## config.mk

```make
export PLATFORM = sky130hd
export DESIGN_NAME = v3a_merge
export DESIGN_NICKNAME = d
export VERILOG_FILES = /design/src/rtl/core/v3a_pkg.sv /design/src/rtl/core/v3a_merge.sv
export SDC_FILE = /design/constraint.sdc
export NUM_CORES = 1
export LEC_CHECK = 0
export ABC_AREA = 1
export ABC_CLOCK_PERIOD_IN_PS = 3400
export BUFFER_PORTS_ARGS = -buffer_cell sky130_fd_sc_hd__buf_2
export CAP_MARGIN = 5
export CORE_AREA = 2 2 202 204
export CTS_BUF_LIST = sky130_fd_sc_hd__clkbuf_8 sky130_fd_sc_hd__clkbuf_16
export DETAILED_ROUTE_END_ITERATION = 12
export DIE_AREA = 0 0 204 206
export GPL_ROUTABILITY_DRIVEN = 1
export PLACE_DENSITY = 0.68
export SLEW_MARGIN = 20
export SYNTH_ARGS = -nofsm -noshare
export SYNTH_HDL_FRONTEND = slang
export SYNTH_SLANG_ARGS = --single-unit
```

## constraint.sdc

```tcl
create_clock -name clk -period 3.4 [get_ports clk]
set_input_delay 0.68 -clock clk [delete_from_list [all_inputs] [get_ports clk]]
set_output_delay 0.68 -clock clk [all_outputs]
set_load 0.01 [all_outputs]
```

## src/rtl/core/v3a_pkg.sv

```systemverilog
// shared types and constants for the three-lane vector alu
// used by v3a_lane, v3a_merge and integer_vec3_alu; no dependencies
package v3a_pkg;

    localparam int LANE_WIDTH_DEF = 32;
    localparam int FIELD_W        = 32;
    localparam int FUNC_W         = 4;

    typedef enum logic [FUNC_W-1:0] {
        FUNC_ADD    = 4'd0,
        FUNC_SUB    = 4'd1,
        FUNC_MUL    = 4'd2,
        FUNC_DIV    = 4'd3,
        FUNC_MIN    = 4'd4,
        FUNC_MAX    = 4'd5,
        FUNC_DOT    = 4'd6,
        FUNC_CROSS  = 4'd7,
        FUNC_NEG    = 4'd8,
        FUNC_SUM    = 4'd9,
        FUNC_LENSQ  = 4'd10,
        FUNC_DISTSQ = 4'd11,
        FUNC_EQ     = 4'd12
    } func_t;

    typedef struct packed {
        logic eq;
        logic dz;
    } lane_flag_t;

endpackage

```

## src/rtl/core/v3a_merge.sv

```systemverilog
// merge stage: picks lane results, forms cross, scalar sums and flags
// into the output register; depends on v3a_pkg
module v3a_merge #(
    parameter int LW = v3a_pkg::LANE_WIDTH_DEF
) (
    input  logic                      clk,
    input  logic                      en,
    input  v3a_pkg::func_t            func,
    input  logic [2:0][LW-1:0]        vec,
    input  logic [2:0][LW-1:0]        prod_p,
    input  logic [2:0][LW-1:0]        prod_q,
    input  logic [2:0][LW-1:0]        quot,
    input  v3a_pkg::lane_flag_t [2:0] flag,
    output logic [2:0][LW-1:0]        r,
    output logic [LW-1:0]             scalar,
    output logic                      is_equal,
    output logic                      div_zero
);
    import v3a_pkg::*;

    logic [2:0][LW-1:0] r_next;
    logic [LW-1:0]      scalar_next;
    logic               eq_next, dz_next;
    logic [2:0][LW-1:0] r_reg;
    logic [LW-1:0]      scalar_reg;
    logic               eq_reg, dz_reg;

    always_comb
    begin
        r_next      = '0;
        scalar_next = '0;
        eq_next     = 1'b0;
        dz_next     = 1'b0;
        unique case (func)
            FUNC_ADD, FUNC_SUB, FUNC_MIN, FUNC_MAX, FUNC_NEG:
                r_next = vec;
            FUNC_MUL:
                r_next = prod_p;
            FUNC_DIV:
            begin
                r_next  = quot;
                dz_next = flag[0].dz | flag[1].dz | flag[2].dz;
            end
            FUNC_CROSS:
                for (int i = 0; i < 3; i++)
                    r_next[i] = prod_p[i] - prod_q[i];
            FUNC_DOT, FUNC_SUM, FUNC_LENSQ, FUNC_DISTSQ:
                scalar_next = prod_p[0] + prod_p[1] + prod_p[2];
            FUNC_EQ:
                eq_next = flag[0].eq & flag[1].eq & flag[2].eq;
            default:
                r_next = '0;
        endcase
    end

    always_ff @(posedge clk)
    begin
        if (en)
        begin
            r_reg      <= r_next;
            scalar_reg <= scalar_next;
            eq_reg     <= eq_next;
            dz_reg     <= dz_next;
        end
    end

    assign r        = r_reg;
    assign scalar   = scalar_reg;
    assign is_equal = eq_reg;
    assign div_zero = dz_reg;

endmodule

```

==> results.json <==
{
  "status": "completed",
  "core_area_um2": 40200,
  "fp.dieW_um": 204,
  "slew_headroom_pct": 43.6,
  "maxCapViolCount": 0,
  "grt_antenna_before_repair": 7,
  "die_h_um": 206,
  "htree_levels": 4,
  "first_pass_iters": 6,
  "worstSetupPathType": "primary input to flop",
  "timing.fmax_mhz": 362,
  "min_period_ns": 2.76,
  "postRouteWirelength_um": 78300,
  "drt-initial-drc-count": 1447,
  "worstHoldPathType": "primary input to flop",
  "cts_tree": "done",
  "cp_slowest_stage_delay_ns": 0.47,
  "syn_avg_cell_area_um2": 6.13,
  "drv_slew": 0,
  "grt_pass1_wl_um": 112000,
  "place_congestion": 1.05,
  "async_flop_share_pct": 0,
  "synth_area_um2": 16500,
  "final-seq-area_um2": 3900,
  "crit_fanout": 4,
  "placedCellCount": 3734,
  "crit_path_start_kind": "primary input",
  "initial_core_util_pct": 41.1,
  "rows": 74,
  "endpoint_kind": "flop",
  "netlist_instances": 2696,
  "dp_hpwl_um": 66400,
  "ys_warn_count": 0,
  "rsz0062_at_grt": "no",
  "leakage_nw": 11.8,
  "powerDensity_nw_per_um2": 357,
  "via_per_inst": 5.23,
  "largest_reg_flops": 96,
  "grt_overflow": 0,
  "slowest_stage": "fa_1",
  "syn_to_final_growth_pct": 23.6,
  "stdcell_count": 3774,
  "cp.arrival_ns": 3.07,
  "synth-seq-cells": 130,
  "finalHoldViolCount": 0,
  "path_buf_inv": 1,
  "wl_per_cell_um": 20.7,
  "period_share_pct": 81.2,
  "io_buffers": 525,
  "cts_setup_buffers": 0,
  "synth_seq_area_share_pct": 23.6,
  "final_layout_size_suffix_gt1_share_pct": 18.7,
  "synth_fp_nets": 3250,
  "multi_input_area_um2": 10300,
  "cpLargestDelayFamily": "adder cells",
  "cts_resized": 0,
  "final.setup.tns_ns": 0,
  "setup_viol": 0,
  "yosys.cell_types.count": 35,
  "cp.required_ns": 3.71,
  "drc_errors": 0,
  "cts_root_buf": "clkbuf_16",
  "grt_max_degree": 97,
  "path_cells": "buf_2 -> fa_1 -> ha_1 -> fa_1 -> nand2_1 -> o21ai_1 -> nand2_1 -> nand2_1 -> nand3_1 -> nand3_1 -> nand2_1 -> nand2_1 -> nor2_1",
  "critPathMostFrequentCell": "nand2_1",
  "drtAntennaViolNets": 0,
  "fillers": 4298,
  "tightestPinTransition_ns": 0.844,
  "synth_flop_cell": "edfxtp_1",
  "cts_made_buffers": 17,
  "ir_worst_vdd_v": 0.000400,
  "vias": 19751,
  "ioPinCount": 526,
  "final_nets": 3775,
  "cts_hold_buf": 0,
  "cts_max_path_buffers": 2,
  "cts_sinks": 130,
  "synth_edf_count": 130,
  "die_area_um2": 42000,
  "grt_pass1_vias": 18903,
  "path_clk_slew_ns": 0.07,
  "grt.total_usage_pct": 36.5
}
-- stage by stage --
step / worst slack, ns / utilization (%) / cell area, um2 / total power [mW] / hold WS, ns
4_1_cts: 0.689 / 50.8 / 20400 / 7.26 / 0.467
3_3_place_gp: 0.201 / 49.2 / 19800 / 5.21 / 0.962
3_5_place_dp: 0.193 / 49.2 / 19800 / 5.23 / 0.962
6_report: 0.640 / 50.8 / 20400 / 7.29 / 0.483
5_1_grt: 0.420 / 50.8 / 20400 / 7.70 / 0.480
2_1_floorplan: 0.661 / - / 16500 / 3.91 / 0.792
-- metal layers --
metal / global-route usage (%) / wire length (um) / vias up
met2: 63.6 / 37500 / 906
met4: 21.9 / 4740 / 2
li1: - / - / 9550
met1: 42.5 / 30800 / 9076
met5: 0 / 13 / -
met3: 5.30 / 5180 / 217
-- Yosys cell counts (22+ instances only) --
library cell	instances	area (um2)
nand2_1	1057	3970
inv_1	531	1990
nor2_1	206	773
a21oi_1	165	826
nand3_1	161	806
edfxtp_1	130	3900
ha_1	123	1540
a22o_1	64	561
fa_1	35	701
nand4_1	28	175
o21ai_1	23	115
o21ai_0	22	110
-- kinds of logic (layout without fill, tap and decap cells) --
kind of cell	count (synthesis)	after routing	share of synthesized area, %
compound gates	308	308	11.4
other cells	0	8	0
fa+ha+maj	158	158	13.6
flops	130	130	23.6
simple gates	1518	1518	37.4
buf+inv	576	1114	13.7
xor+xnor	6	6	0.318
-- power by group --
| group | internal, mW | switching [mW] |
|---|---|---|
| sequential | 1.98 | 0.0536 |
| combinational | 1.09 | 2.13 |
| clock | 1.22 | 0.822 |
| total | 4.29 | 3.01 |
-- final cells by class --
cell class | instances | area share [%]
multi-input combinational | 1990 | 50.7
tap | 532 | 3.26
sequential | 130 | 19.1
antenna | 8 | 0.0980
clock buffer | 17 | 2.08
timing repair buffer | 547 | 14.0
clock inverter | 15 | 0.925
inverter | 535 | 9.85
-- placed cells by master (no fill, tap or decap), types with 4 or more instances in the layout --
master / instances
nand2_1: 1057
inv_1: 531
buf_2: 524
nor2_1: 206
a21oi_1: 165
nand3_1: 161
edfxtp_1: 130
ha_1: 123
a22o_1: 64
fa_1: 35
nand4_1: 28
o21ai_1: 23
o21ai_0: 22
or2_2: 21
nand3b_1: 17
clkbuf_16: 17
buf_4: 17
o21bai_1: 11
nor3_1: 10
and2_1: 9
o2111ai_1: 9
diode_2: 8
a21boi_0: 7
xnor2_1: 6
buf_12: 5
bufinv_16: 4
clkinvlp_4: 4
-- worst paths after layout --
path	end	cells past startpoint	startpoint	slack [ns]
worst max-delay path	scalar[25]	13	prod_p[33]	0.64
worst min-delay path	r[2]	3	vec[2]	0.48
Power figures use the tool's default switching activity.
